--- src/csvs_pkg.sv ---
// ----------------------------------------------------------------------------
// csvs_pkg
// Types, byte codes and helpers shared by the CSV field splitter files.
// ----------------------------------------------------------------------------
package csvs_pkg;

   localparam int FIELD_LEN   = 63;
   localparam int MAX_COLUMNS = 32;
   localparam int PEND_DEPTH  = 63;

   localparam int CHAR_W  = 8;
   localparam int COL_W   = 5;
   localparam int CNT_W   = 6;
   localparam int KIND_W  = 2;
   localparam int LIMIT_W = 6;
   localparam int CSR_IDX_W  = 1;
   localparam int CSR_DATA_W = 6;

   localparam logic [CSR_IDX_W-1:0] CSR_COLUMN_LIMIT   = 1'd0;
   localparam logic [CSR_IDX_W-1:0] CSR_TILDE_AS_QUOTE = 1'd1;

   localparam logic [LIMIT_W-1:0] LIMIT_RESET = 6'd18;

   localparam logic [CHAR_W-1:0] CH_NUL   = 8'h00;
   localparam logic [CHAR_W-1:0] CH_LF    = 8'h0A;
   localparam logic [CHAR_W-1:0] CH_CR    = 8'h0D;
   localparam logic [CHAR_W-1:0] CH_QUOTE = 8'h22;
   localparam logic [CHAR_W-1:0] CH_TILDE = 8'h7E;
   localparam logic [CHAR_W-1:0] CH_COMMA = 8'h2C;
   localparam logic [CHAR_W-1:0] CH_SPACE = 8'h20;
   localparam logic [CHAR_W-1:0] CH_TAB   = 8'h09;
   localparam logic [CHAR_W-1:0] CH_VT    = 8'h0B;
   localparam logic [CHAR_W-1:0] CH_FF    = 8'h0C;

   localparam logic [KIND_W-1:0] KIND_SPACE = 2'd0;
   localparam logic [KIND_W-1:0] KIND_TAB   = 2'd1;
   localparam logic [KIND_W-1:0] KIND_VT    = 2'd2;
   localparam logic [KIND_W-1:0] KIND_FF    = 2'd3;

   typedef enum logic {
      ST_IDLE,
      ST_DRAIN
   } csvs_state_type;

   typedef struct packed {
      logic [COL_W-1:0]  column;
      logic [CHAR_W-1:0] char_out;
      logic              char_valid;
      logic              field_end;
      logic              line_end;
      logic              last;
   } csvs_rsp_type;

   function automatic logic is_space(input logic [CHAR_W-1:0] c);
      return (c == CH_SPACE) || (c == CH_TAB) || (c == CH_VT) || (c == CH_FF);
   endfunction

   function automatic logic [KIND_W-1:0] space_kind(input logic [CHAR_W-1:0] c);
      logic [KIND_W-1:0] k;
      case (c)
         CH_TAB:  k = KIND_TAB;
         CH_VT:   k = KIND_VT;
         CH_FF:   k = KIND_FF;
         default: k = KIND_SPACE;
      endcase
      return k;
   endfunction

   function automatic logic [CHAR_W-1:0] kind_byte(input logic [KIND_W-1:0] k);
      logic [CHAR_W-1:0] b;
      case (k)
         KIND_TAB: b = CH_TAB;
         KIND_VT:  b = CH_VT;
         KIND_FF:  b = CH_FF;
         default:  b = CH_SPACE;
      endcase
      return b;
   endfunction

endpackage

--- src/csvs_if.sv ---
// ----------------------------------------------------------------------------
// csvs_req_if / csvs_rsp_if
// Valid/ready channels for line bytes in and field results out.
// ----------------------------------------------------------------------------
interface csvs_req_if;
   logic                       valid;
   logic                       ready;
   logic [csvs_pkg::CHAR_W-1:0] char_in;

   modport source (output valid, output char_in, input ready);
   modport sink   (input valid, input char_in, output ready);
endinterface

interface csvs_rsp_if;
   logic                        valid;
   logic                        ready;
   logic [csvs_pkg::COL_W-1:0]  column;
   logic [csvs_pkg::CHAR_W-1:0] char_out;
   logic                        char_valid;
   logic                        field_end;
   logic                        line_end;
   logic                        last;

   modport source (output valid, output column, output char_out, output char_valid,
                   output field_end, output line_end, output last, input ready);
   modport sink   (input valid, input column, input char_out, input char_valid,
                   input field_end, input line_end, input last, output ready);
endinterface

--- src/csv_field_splitter_trim.sv ---
// A result is on rsp in the cycle after its byte is taken; held whitespace and the
// text byte releasing it go out via ST_DRAIN and the output register. One byte per
// cycle while rsp is not stalled and no drain runs; a text byte after held whitespace
// blocks the input until the held bytes, read from the hold memory, and the text byte
// have gone out. Reset (synchronous, active high) clears the line state and rsp valid
// and loads column_limit 18 and tilde_as_quote 1; the hold memory is not cleared.
// ----------------------------------------------------------------------------
// csv_field_splitter_trim
// Splits a byte stream into trimmed, quote-aware CSV fields, one result at a time.
// ----------------------------------------------------------------------------
module csv_field_splitter_trim (
   input  logic                              clock,
   input  logic                              reset,
   input  logic                              csr_we,
   input  logic [csvs_pkg::CSR_IDX_W-1:0]    csr_index,
   input  logic [csvs_pkg::CSR_DATA_W-1:0]   csr_wdata,
   csvs_req_if.sink                          req,
   csvs_rsp_if.source                        rsp
);
   import csvs_pkg::*;

   csvs_state_type state_ff, state_in;

   logic [LIMIT_W-1:0] column_limit_ff;
   logic               tilde_as_quote_ff;

   logic               in_quotes_ff, in_quotes_in;
   logic [COL_W-1:0]   field_index_ff, field_index_in;
   logic [CNT_W-1:0]   raw_count_ff, raw_count_in;
   logic               text_seen_ff, text_seen_in;
   logic [CNT_W-1:0]   pend_count_ff, pend_count_in;
   logic               line_closed_ff, line_closed_in;
   logic [CNT_W-1:0]   rd_idx_ff, rd_idx_in;
   logic [CHAR_W-1:0]  hold_char_ff, hold_char_in;

   logic               rsp_valid_ff, rsp_valid_in;
   csvs_rsp_type       rsp_data_ff, rsp_data_in;

   logic [KIND_W-1:0]  kind_mem [0:PEND_DEPTH-1];
   logic [KIND_W-1:0]  rd_kind_ff;
   logic               mem_we;
   logic [KIND_W-1:0]  mem_wkind;

   logic               slot_free;
   logic               accept;
   logic               start_drain;
   logic               drain_done;
   logic [LIMIT_W-1:0] lim;
   logic [CHAR_W-1:0]  c;
   logic               is_eol;
   logic               is_quote;

   assign slot_free = !rsp_valid_ff || rsp.ready;
   assign accept    = req.valid && req.ready;
   assign c         = req.char_in;
   assign is_eol    = (c == CH_NUL) || (c == CH_LF) || (c == CH_CR);
   assign is_quote  = (c == CH_QUOTE) || ((c == CH_TILDE) && tilde_as_quote_ff);
   assign drain_done = slot_free && (rd_idx_ff == pend_count_ff);

   always_comb begin
      if (column_limit_ff == '0) begin
         lim = LIMIT_W'(1);
      end else if (column_limit_ff > LIMIT_W'(MAX_COLUMNS)) begin
         lim = LIMIT_W'(MAX_COLUMNS);
      end else begin
         lim = column_limit_ff;
      end
   end

   assign start_drain = accept && !is_eol && !line_closed_ff && !is_quote
                        && !((c == CH_COMMA) && !in_quotes_ff)
                        && (raw_count_ff < CNT_W'(FIELD_LEN))
                        && !is_space(c) && (pend_count_ff != '0);

   // next state
   always_comb begin
      state_in = state_ff;
      case (state_ff)
         ST_IDLE: begin
            if (start_drain) state_in = ST_DRAIN;
         end
         ST_DRAIN: begin
            if (drain_done) state_in = ST_IDLE;
         end
         default: state_in = ST_IDLE;
      endcase
   end

   // outputs and datapath
   always_comb begin
      in_quotes_in   = in_quotes_ff;
      field_index_in = field_index_ff;
      raw_count_in   = raw_count_ff;
      text_seen_in   = text_seen_ff;
      pend_count_in  = pend_count_ff;
      line_closed_in = line_closed_ff;
      rd_idx_in      = rd_idx_ff;
      hold_char_in   = hold_char_ff;
      mem_we         = 1'b0;
      mem_wkind      = space_kind(c);
      req.ready      = 1'b0;
      rsp_valid_in   = rsp.ready ? 1'b0 : rsp_valid_ff;
      rsp_data_in    = rsp_data_ff;

      case (state_ff)
         ST_IDLE: begin
            req.ready = slot_free;
            if (req.valid && slot_free) begin
               rsp_data_in = '{column: field_index_ff, char_out: '0, char_valid: 1'b0,
                               field_end: 1'b1, line_end: 1'b1, last: 1'b1};
               if (is_eol) begin
                  rsp_valid_in   = !line_closed_ff;
                  raw_count_in   = '0;
                  text_seen_in   = 1'b0;
                  pend_count_in  = '0;
                  in_quotes_in   = 1'b0;
                  field_index_in = '0;
                  line_closed_in = 1'b0;
               end else if (line_closed_ff) begin
                  rsp_valid_in = 1'b0;
               end else if (is_quote) begin
                  in_quotes_in = !in_quotes_ff;
               end else if ((c == CH_COMMA) && !in_quotes_ff) begin
                  rsp_valid_in = 1'b1;
                  raw_count_in  = '0;
                  text_seen_in  = 1'b0;
                  pend_count_in = '0;
                  if ((LIMIT_W'(field_index_ff) + LIMIT_W'(1)) >= lim) begin
                     field_index_in = '0;
                     line_closed_in = 1'b1;
                  end else begin
                     rsp_data_in.line_end = 1'b0;
                     field_index_in = field_index_ff + COL_W'(1);
                  end
               end else if (raw_count_ff < CNT_W'(FIELD_LEN)) begin
                  raw_count_in = raw_count_ff + CNT_W'(1);
                  if (is_space(c)) begin
                     if (text_seen_ff && (pend_count_ff < CNT_W'(PEND_DEPTH))) begin
                        mem_we        = 1'b1;
                        pend_count_in = pend_count_ff + CNT_W'(1);
                     end
                  end else if (pend_count_ff == '0) begin
                     rsp_valid_in = 1'b1;
                     rsp_data_in  = '{column: field_index_ff, char_out: c, char_valid: 1'b1,
                                      field_end: 1'b0, line_end: 1'b0, last: 1'b1};
                     text_seen_in = 1'b1;
                  end else begin
                     hold_char_in = c;
                     rd_idx_in    = '0;
                  end
               end
            end
         end
         ST_DRAIN: begin
            if (slot_free) begin
               rsp_valid_in = 1'b1;
               if (rd_idx_ff != pend_count_ff) begin
                  rsp_data_in = '{column: field_index_ff, char_out: kind_byte(rd_kind_ff),
                                  char_valid: 1'b1, field_end: 1'b0, line_end: 1'b0,
                                  last: 1'b0};
                  rd_idx_in   = rd_idx_ff + CNT_W'(1);
               end else begin
                  rsp_data_in = '{column: field_index_ff, char_out: hold_char_ff,
                                  char_valid: 1'b1, field_end: 1'b0, line_end: 1'b0,
                                  last: 1'b1};
                  pend_count_in = '0;
                  text_seen_in  = 1'b1;
                  rd_idx_in     = '0;
               end
            end
         end
         default: ;
      endcase
   end

   // hold memory: one write port, one registered read port
   always_ff @(posedge clock) begin
      if (mem_we) begin
         kind_mem[pend_count_ff] <= mem_wkind;
      end
      if (rd_idx_in < CNT_W'(PEND_DEPTH)) begin
         rd_kind_ff <= kind_mem[rd_idx_in];
      end
   end

   always_ff @(posedge clock) begin
      if (reset) begin
         state_ff          <= ST_IDLE;
         column_limit_ff   <= LIMIT_RESET;
         tilde_as_quote_ff <= 1'b1;
         in_quotes_ff      <= 1'b0;
         field_index_ff    <= '0;
         raw_count_ff      <= '0;
         text_seen_ff      <= 1'b0;
         pend_count_ff     <= '0;
         line_closed_ff    <= 1'b0;
         rd_idx_ff         <= '0;
         rsp_valid_ff      <= 1'b0;
      end else begin
         state_ff       <= state_in;
         in_quotes_ff   <= in_quotes_in;
         field_index_ff <= field_index_in;
         raw_count_ff   <= raw_count_in;
         text_seen_ff   <= text_seen_in;
         pend_count_ff  <= pend_count_in;
         line_closed_ff <= line_closed_in;
         rd_idx_ff      <= rd_idx_in;
         rsp_valid_ff   <= rsp_valid_in;
         if (csr_we) begin
            case (csr_index)
               CSR_COLUMN_LIMIT:   column_limit_ff   <= csr_wdata[LIMIT_W-1:0];
               CSR_TILDE_AS_QUOTE: tilde_as_quote_ff <= csr_wdata[0];
               default: ;
            endcase
         end
      end
   end

   always_ff @(posedge clock) begin
      hold_char_ff <= hold_char_in;
      rsp_data_ff  <= rsp_data_in;
   end

   assign rsp.valid      = rsp_valid_ff;
   assign rsp.column     = rsp_data_ff.column;
   assign rsp.char_out   = rsp_data_ff.char_out;
   assign rsp.char_valid = rsp_data_ff.char_valid;
   assign rsp.field_end  = rsp_data_ff.field_end;
   assign rsp.line_end   = rsp_data_ff.line_end;
   assign rsp.last       = rsp_data_ff.last;

   a_drain_has_pending: assert property (@(posedge clock) disable iff (reset)
      (state_ff == ST_DRAIN) |-> (pend_count_ff != '0) && (rd_idx_ff <= pend_count_ff))
      else $error("drain without held whitespace");

   a_idle_read_ptr: assert property (@(posedge clock) disable iff (reset)
      (state_ff == ST_IDLE) |-> (rd_idx_ff == '0))
      else $error("read pointer not parked in idle");

   a_closed_line_index: assert property (@(posedge clock) disable iff (reset)
      line_closed_ff |-> (field_index_ff == '0) && (pend_count_ff == '0))
      else $error("closed line keeps field state");

   a_raw_bound: assert property (@(posedge clock) disable iff (reset)
      (raw_count_ff <= CNT_W'(FIELD_LEN)) && (pend_count_ff <= raw_count_ff))
      else $error("field byte counts out of range");

   a_drain_blocks_input: assert property (@(posedge clock) disable iff (reset)
      start_drain |=> !req.ready)
      else $error("input taken while draining");

endmodule

--- src/flat_wrapper.sv ---
// flat-port wrapper written by rule: the top's interface ports become plain ports
module csv_field_splitter_trim_flat import csvs_pkg::*;
  (clock, reset, csr_we, csr_index, csr_wdata, req_valid, req_char_in, req_ready, rsp_valid, rsp_column, rsp_char_out, rsp_char_valid, rsp_field_end, rsp_line_end, rsp_last, rsp_ready);
  csvs_req_if req_i ();
  csvs_rsp_if rsp_i ();
  input  logic clock;
  input  logic reset;
  input  logic csr_we;
  input  logic [csvs_pkg::CSR_IDX_W-1:0] csr_index;
  input  logic [csvs_pkg::CSR_DATA_W-1:0] csr_wdata;
  input wire logic [$bits(req_i.valid)-1:0] req_valid;
  input wire logic [$bits(req_i.char_in)-1:0] req_char_in;
  output wire logic [$bits(req_i.ready)-1:0] req_ready;
  output wire logic [$bits(rsp_i.valid)-1:0] rsp_valid;
  output wire logic [$bits(rsp_i.column)-1:0] rsp_column;
  output wire logic [$bits(rsp_i.char_out)-1:0] rsp_char_out;
  output wire logic [$bits(rsp_i.char_valid)-1:0] rsp_char_valid;
  output wire logic [$bits(rsp_i.field_end)-1:0] rsp_field_end;
  output wire logic [$bits(rsp_i.line_end)-1:0] rsp_line_end;
  output wire logic [$bits(rsp_i.last)-1:0] rsp_last;
  input wire logic [$bits(rsp_i.ready)-1:0] rsp_ready;
  assign req_i.valid = req_valid;
  assign req_i.char_in = req_char_in;
  assign req_ready = req_i.ready;
  assign rsp_valid = rsp_i.valid;
  assign rsp_column = rsp_i.column;
  assign rsp_char_out = rsp_i.char_out;
  assign rsp_char_valid = rsp_i.char_valid;
  assign rsp_field_end = rsp_i.field_end;
  assign rsp_line_end = rsp_i.line_end;
  assign rsp_last = rsp_i.last;
  assign rsp_i.ready = rsp_ready;
  csv_field_splitter_trim u_core (.clock(clock), .reset(reset), .csr_we(csr_we), .csr_index(csr_index), .csr_wdata(csr_wdata), .req(req_i), .rsp(rsp_i));
endmodule
--- config.mk ---
export PLATFORM = sky130hd
export DESIGN_NAME = csv_field_splitter_trim_flat
export DESIGN_NICKNAME = d
export VERILOG_FILES = /design/src/csvs_pkg.sv /design/src/csvs_if.sv /design/src/csv_field_splitter_trim.sv /design/src/flat_wrapper.sv
export SDC_FILE = /design/constraint.sdc
export NUM_CORES = 1
export LEC_CHECK = 0
export ABC_AREA = 1
export BUFFER_PORTS_ARGS = -buffer_cell sky130_fd_sc_hd__buf_2
export CORE_ASPECT_RATIO = 0.5
export CORE_MARGIN = 2
export CORE_UTILIZATION = 40
export DETAILED_ROUTE_END_ITERATION = 16
export PLACE_DENSITY = 0.63
export SLEW_MARGIN = 20
export SYNTH_ARGS = -nofsm -noshare
export SYNTH_HDL_FRONTEND = slang
export SYNTH_SLANG_ARGS = --single-unit
export TNS_END_PERCENT = 50
--- constraint.sdc ---
create_clock -name clock -period 8.54 [get_ports clock]
set_clock_uncertainty 0.1 [all_clocks]
set_input_delay 0.854 -clock clock [delete_from_list [all_inputs] [get_ports clock]]
set_output_delay 0.854 -clock clock [all_outputs]
set_load 0.005 [all_outputs]
Yosys cells after proc, flatten, opt, wreduce, memory -nomap -nowiden
Memories as Yosys holds them, arrays and structs flattened. A register that Yosys moved wholly into a read port is not among the register bits.
Index checks and enable logic that the tools add are counted.
{"block": "word_totals", "latch_bits": 0, "out_inout_bits": 19, "memories": 1, "ram_bits": 126, "wordCells": 201, "ff_bits": 60, "mem_bits_ro": 0}
{"block": "op_classes", "order_cmp": 5, "div_mod_pow": 0, "add_sub_neg": 5, "n_reduce_logical": 44, "shifts": 0, "n_eq_ne": 26, "bitwise": 8, "mul": 0, "n_mux": 94}
{"memory": "u_core.kind_mem", "words": 63, "word_bits": 2, "read_ports": 1, "rd_ports_with_merged_regs": 1, "write_ports": 1, "line": "csv_field_splitter_trim.sv:39", "rtl": "logic [KIND_W-1:0] kind_mem [0:PEND_DEPTH-1];"}
{"cell": "$mux W6", "count": 27}
{"cell": "$mux W12", "count": 7}
{"cell": "$mux W1", "count": 44}
{"cell": "$eq A8 B4 Y1 const B", "count": 5}
{"cell": "$mux W17", "count": 2}
{"cell": "$pmux W17 S2", "count": 1}
{"cell": "$mux W5", "count": 5}
{"cell": "$eq A8 B6 Y1 const B", "count": 3}
{"cell": "$pmux W6 S2", "count": 2}
{"cell": "$add A6 B1 Y6 const B", "count": 3}
{"cell": "$lt A6 B6 Y1 const B", "count": 3}
{"cell": "$pmux W6 S3", "count": 1}
{"cell": "$ne A4 B1 Y1 const B", "count": 4}
{"cell": "$reduce_and A8 Y1", "count": 2}
{"cell": "$logic_and A1 B1 Y1", "count": 13}
{"cell": "$logic_not A6 Y1", "count": 2}
{"cell": "$mux W10", "count": 1}
{"cell": "$reduce_and A5 Y1", "count": 2}
{"cell": "$reduce_and A9 Y1", "count": 1}
{"cell": "$eq A8 B7 Y1 const B", "count": 1}
{"cell": "$logic_not A8 Y1", "count": 1}
{"cell": "$not A1 Y1", "count": 8}
{"cell": "$reduce_and A2 Y1", "count": 4}
{"cell": "$logic_not A1 Y1", "count": 7}
{"cell": "20 further kinds", "count": 33}

Logic depth before layout (Yosys ltp)
{"block": "logic_depth", "ltp_word": 14, "depth_mapped": 23}

Worst setup path after synthesis
OpenSTA, ideal clock, no wires.
{"block": "synth_path", "kind": "input to register", "from": "in rsp_ready", "to": "reg u_core.pend_count_ff[5]", "setup_time_ps": 86, "setup_slack_ps": 4965, "arrival_time_ps": 3389, "required_ps": 8354, "stages": 10, "path_cell_list": "inv_2 -> nand2_2 -> inv_1 -> o21ai_0 -> o21ai_0 -> nor2_2 -> nand2_1 -> nor2_1 -> nand2_1 -> a211oi_1"}
{"block": "synth_via", "elab_chain_cells": 4}
{"element": "from (decl)", "line": "flat_wrapper.sv:21", "rtl": "input wire logic [$bits(rsp_i.ready)-1:0] rsp_ready;"}
{"element": "$logic_or A1 B1 Y1 *", "line": "csv_field_splitter_trim.sv:53", "rtl": "assign slot_free = !rsp_valid_ff || rsp.ready;"}
{"element": "$logic_and A1 B1 Y1", "line": "csv_field_splitter_trim.sv:108", "rtl": "if (req.valid && slot_free) begin"}
{"element": "$ne A2 B1 Y1 (no source line)"}
{"element": "$reduce_and A8 Y1 (no source line) *"}
{"element": "to (signal assigned)", "line": "csv_field_splitter_trim.sv:205", "rtl": "pend_count_ff <= pend_count_in;"}
{"element": "to (decl)", "line": "csv_field_splitter_trim.sv:31", "rtl": "logic [CNT_W-1:0] pend_count_ff, pend_count_in;"}
Mark *: on every way between the ends. The rest lies on a longest branch, timed or not.
A chain may end at the register's enable or synchronous reset.

Worst setup path after layout
{"block": "layout_path", "from": "in req_char_in[2]", "to": "reg u_core.rd_kind_ff[1] (read register of u_core.kind_mem) (data pin)"}
{"block": "layout_via", "elab_chain_cells": 13}
{"element": "from (decl)", "line": "flat_wrapper.sv:12", "rtl": "input wire logic [$bits(req_i.char_in)-1:0] req_char_in;"}
{"element": "$eq A8 B6 Y1 or $eq A8 B4 Y1 (tied branches)", "line": "csvs_pkg.sv:55", "rtl": "return (c == CH_SPACE) || (c == CH_TAB) || (c == CH_VT) || (c == CH_FF);"}
{"element": "$logic_or A1 B1 Y1 (3 in a row)", "line": "csvs_pkg.sv:55"}
{"element": "$mux W6", "line": "csv_field_splitter_trim.sv:137", "rtl": "if (is_space(c)) begin"}
{"element": "$mux W6", "line": "csv_field_splitter_trim.sv:135", "rtl": "end else if (raw_count_ff < CNT_W'(FIELD_LEN)) begin"}
{"element": "$mux W6", "line": "csv_field_splitter_trim.sv:123", "rtl": "end else if ((c == CH_COMMA) && !in_quotes_ff) begin"}
{"element": "$mux W6", "line": "csv_field_splitter_trim.sv:121", "rtl": "end else if (is_quote) begin"}
{"element": "$mux W6", "line": "csv_field_splitter_trim.sv:119", "rtl": "end else if (line_closed_ff) begin"}
{"element": "$mux W6 *", "line": "csv_field_splitter_trim.sv:111", "rtl": "if (is_eol) begin"}
{"element": "$mux W6 *", "line": "csv_field_splitter_trim.sv:108"}
{"element": "$pmux W6 S2 *", "line": "csv_field_splitter_trim.sv:105", "rtl": "case (state_ff)"}
{"element": "$lt A6 B6 Y1", "line": "csv_field_splitter_trim.sv:181", "rtl": "if (rd_idx_in < CNT_W'(PEND_DEPTH)) begin"}
{"element": "to (decl)", "line": "csv_field_splitter_trim.sv:40", "rtl": "logic [KIND_W-1:0] rd_kind_ff;"}
Marks and branches as above.

==> impl_metrics.csv <==
group,metric,value,unit
run_status,outcome,"completed",
synth,synth_nets,1037,
critical_path,path_buf_inv,3,
route,first_iter_violations,537,
floorplan,fp.dieH,110.8,um
cts,numCtsBuffers,17,
critical_path,r2r_start,"u_core.raw_count_ff[0]$_SDFFE_PP0P_",
timing,fmax,241.4,MHz
critical_path,cpLargestDelayFamily,"simple AND/OR/NAND/NOR gates",
critical_path,max_stage_delay,0.69,ns
timing,rsz0062_at_grt,"false",
timing,finalMaxSlewViolations,0,
critical_path,cp_slowest_cell,"nand2_2",
final_layout,drive_gt1_share,10.27,%
critical_path,path_cells,"buf_2 -> nor2_1 -> nand2_1 -> nand3_1 -> nand2_1 -> nand2_2 -> nor2_2 -> nand2_4 -> nand3_4 -> nand2_2 -> buf_4 -> inv_2 -> nand2_1 -> nand2_1 -> nand2_1 -> nand3_1 -> nand2_1 -> nand3_1 -> nand3_1 -> nand2_1",
power,power_density,184.1,nW/um^2
place,io_buffers,38,
place,dp_hpwl,13980,um
min_path,hold_start,"u_core.in_quotes_ff$_SDFFE_PP0P_",
synth,ys_seq_area_share,58.01,%
global_routing,grt_overflow_total,0,
cts,clk_pin_slew,0.07,ns
final_layout,final_cell_mix,"220 x nand2_1, 153 x edfxtp_1, 130 x nor2_1",
cts,ctsRootBufferMaster,"clkbuf_16",
global_routing,grt_pass1_vias,6666,
critical_path,crit_required,8.63,ns
critical_path,start_kind,"input port",
synth,avgSynthCellArea,9.100,um^2
critical_path,arrival,4.24,ns
synth,syn_area,9128,um^2
final_layout,final_cell_area,10200,um^2
critical_path,reg2regPathDepth,19,
timing,finalCriticalPeriod,4.143,ns
cts,cts_resized,0,
critical_path,cp_max_fo,52,
cts,post_cts_buffers,0,
floorplan,rows,39,
synth,async_reset_ff_share,0,%
floorplan,die_w,217.6,um
final_layout,diodes,0,
power,irDropWorstVdd,0.1129,mV
cts,insertion_delay,0.44,ns
cts,cts.sinks,188,
synth,synthFlopType,"edfxtp_1",
synth,synth_edf_count,153,
min_path,whs_path_depth,2,
final_layout,mostFrequentLayoutCell,"nand2_1",
floorplan,initial_core_util,40.40,%
critical_path,end_kind,"flop",
final_layout,fin_nets,1073,
flow_run,drv_cap,0,
global_routing,antenna_found_initial,0,
route,firstDrtPassIters,7,
cts,cts-htree-levels,4,
timing,relSlewSlack,45.90,%
place,place.gp.congestion,0.8805,
power,p_leak,4.229,nW
synth,yosys_register_bits,188,
synth,yosys_warnings,0,
critical_path,crit_type,"in2reg",
route,drt-vias-per-instance,5.151,
min_path,worstHoldPathType,"reg2reg",
floorplan,core,22590,um^2
global_routing,grt_start_max_net_pins,64,
place,dpl_cell_area,9592,um^2
synth,yosysUniqueCellTypes,42,
timing,period_share,48.51,%
synth,synthCells,1003,
route,remaining_drc_errors,0,
floorplan,die_area,24120,um^2
global_routing,grtUsageTotal,18.23,%
timing,report.final.hold_viol_count,0,
route,routedWlPerCell,15.85,um
critical_path,cpMostUsedCell,"nand2_1",
route,finalWirelength,21550,um
route,antenna_left,0,
final_layout,syn2layout_area_growth,11.78,%
global_routing,grt_pass1_wl,34410,um
cts,tritoncts,"built",
critical_path,rr_endpoint,"u_core.rd_kind_ff[1]$_DFFE_PN_",
cts,cts_hold_buf,0,
floorplan,ioPinCount,39,
route,vias,7000,
timing,setup_tns,0,ns
timing,finalSetupViolations,0,
min_path,min_to,"u_core.in_quotes_ff$_SDFFE_PP0P_",
cts,clockBufferDepth,2,
critical_path,reg2reg_slack,4.46,ns
timing,worstMarginPinSlew,0.8086,ns
-- cells by family (layout without fill, tap and decap cells) --
kind of cell / count (synthesis) / count (layout) / synth area share (%)
AO/OA/AOI/OAI: 71 / 71 / 4.524
XOR/XNOR: 5 / 5 / 0.4798
adder cells (fa/ha/maj): 14 / 14 / 1.919
buffers and inverters: 169 / 218 / 7.539
flip-flops: 188 / 188 / 58.01
AND/OR/NAND/NOR: 556 / 556 / 27.53
-- cells in the mapped netlist (8+ instances only) --
library cell  count  area (um^2)
nor3_1            8        40.04
nor2_1          130        488.0
nand3b_1         37        277.8
dfxtp_1          35        700.7
nand2_1         220        825.8
nand3_1         129        645.6
edfxtp_1        153         4594
inv_2            12        45.04
inv_1           127        476.7
nand4_1          10        62.56
a21oi_1          23        115.1
buf_2            16        80.08
o21ai_0          26        130.1
ha_1             14        175.2
-- how the worst max path moves through the flow --
stage,depth (start not counted),slack [ns],to,from
final,20,4.40,u_core.rd_kind_ff[1]$_DFFE_PN_,req_char_in[2]
after global routing,20,4.06,u_core.rd_kind_ff[0]$_DFFE_PN_,req_char_in[4]
after CTS,20,4.45,u_core.rd_kind_ff[1]$_DFFE_PN_,req_char_in[6]
after detailed placement,20,4.00,u_core.rd_kind_ff[1]$_DFFE_PN_,req_char_in[6]
after global placement,20,4.11,u_core.rd_kind_ff[0]$_DFFE_PN_,req_char_in[2]
after floorplan,10,4.97,u_core.pend_count_ff[5]$_SDFFE_PP0P_,rsp_ready
-- per-layer routing --
layer / track usage, % / wire [um]
met4: 6.301 / 495
met1: 24.47 / 9675
met5: 0 / 0
met3: 2.716 / 1270
met2: 30.21 / 10100
-- through the flow --
step | power [W] | instances | worst slack, ns | hold WS (ns) | utilization, %
after floorplan | 0.001055 | 1003 | 4.965 | 0.3282 | -
after global placement | 0.001080 | 1327 | 4.106 | 0.3482 | 42.45
after detailed placement | 0.001082 | 1327 | 4.000 | 0.3567 | 42.45
after CTS | 0.001887 | 1359 | 4.445 | 0.3680 | 45.16
after global routing | 0.001938 | 1359 | 4.059 | 0.3952 | 45.16
final | 0.001878 | 1359 | 4.397 | 0.3693 | 45.16
-- worst min-delay path, cell delays in order (launching register included) --
cell and delay, ns:
dfxtp_1 0.32, nand2_1 0.06, a21oi_1 0.05
-- report_power, final --
group | internal [W] | switching [W] | total (W)
Sequential | 0.000993 | 0.00000639 | 0.000999
Combinational | 0.0000214 | 0.0000404 | 0.0000618
Clock | 0.000445 | 0.000373 | 0.000818
-- registers in the layout, indices dropped and copies added, names as in the netlist, 2 cells and up --
signal,flops
u_core.rd_kind_ff,2
u_core.column_limit_ff,6
u_core.pend_count_ff,6
u_core.rd_idx_ff,6
u_core.raw_count_ff,6
u_core.kind_mem,126
u_core.rsp.char_out,8
u_core.hold_char_ff,8
u_core.field_index_ff,5
u_core.rsp.column,5
-- area by class of cell --
class	instances	area, um^2
timing repair buffer	44	235.2
clock buffer	18	429.2
fill	2170	12390
inverter	142	533.0
clock inverter	14	181.4
tap	307	384.1
multi-input combinational	646	3144
sequential	188	5295
Note: power is estimated with default switching activity, not from simulation.
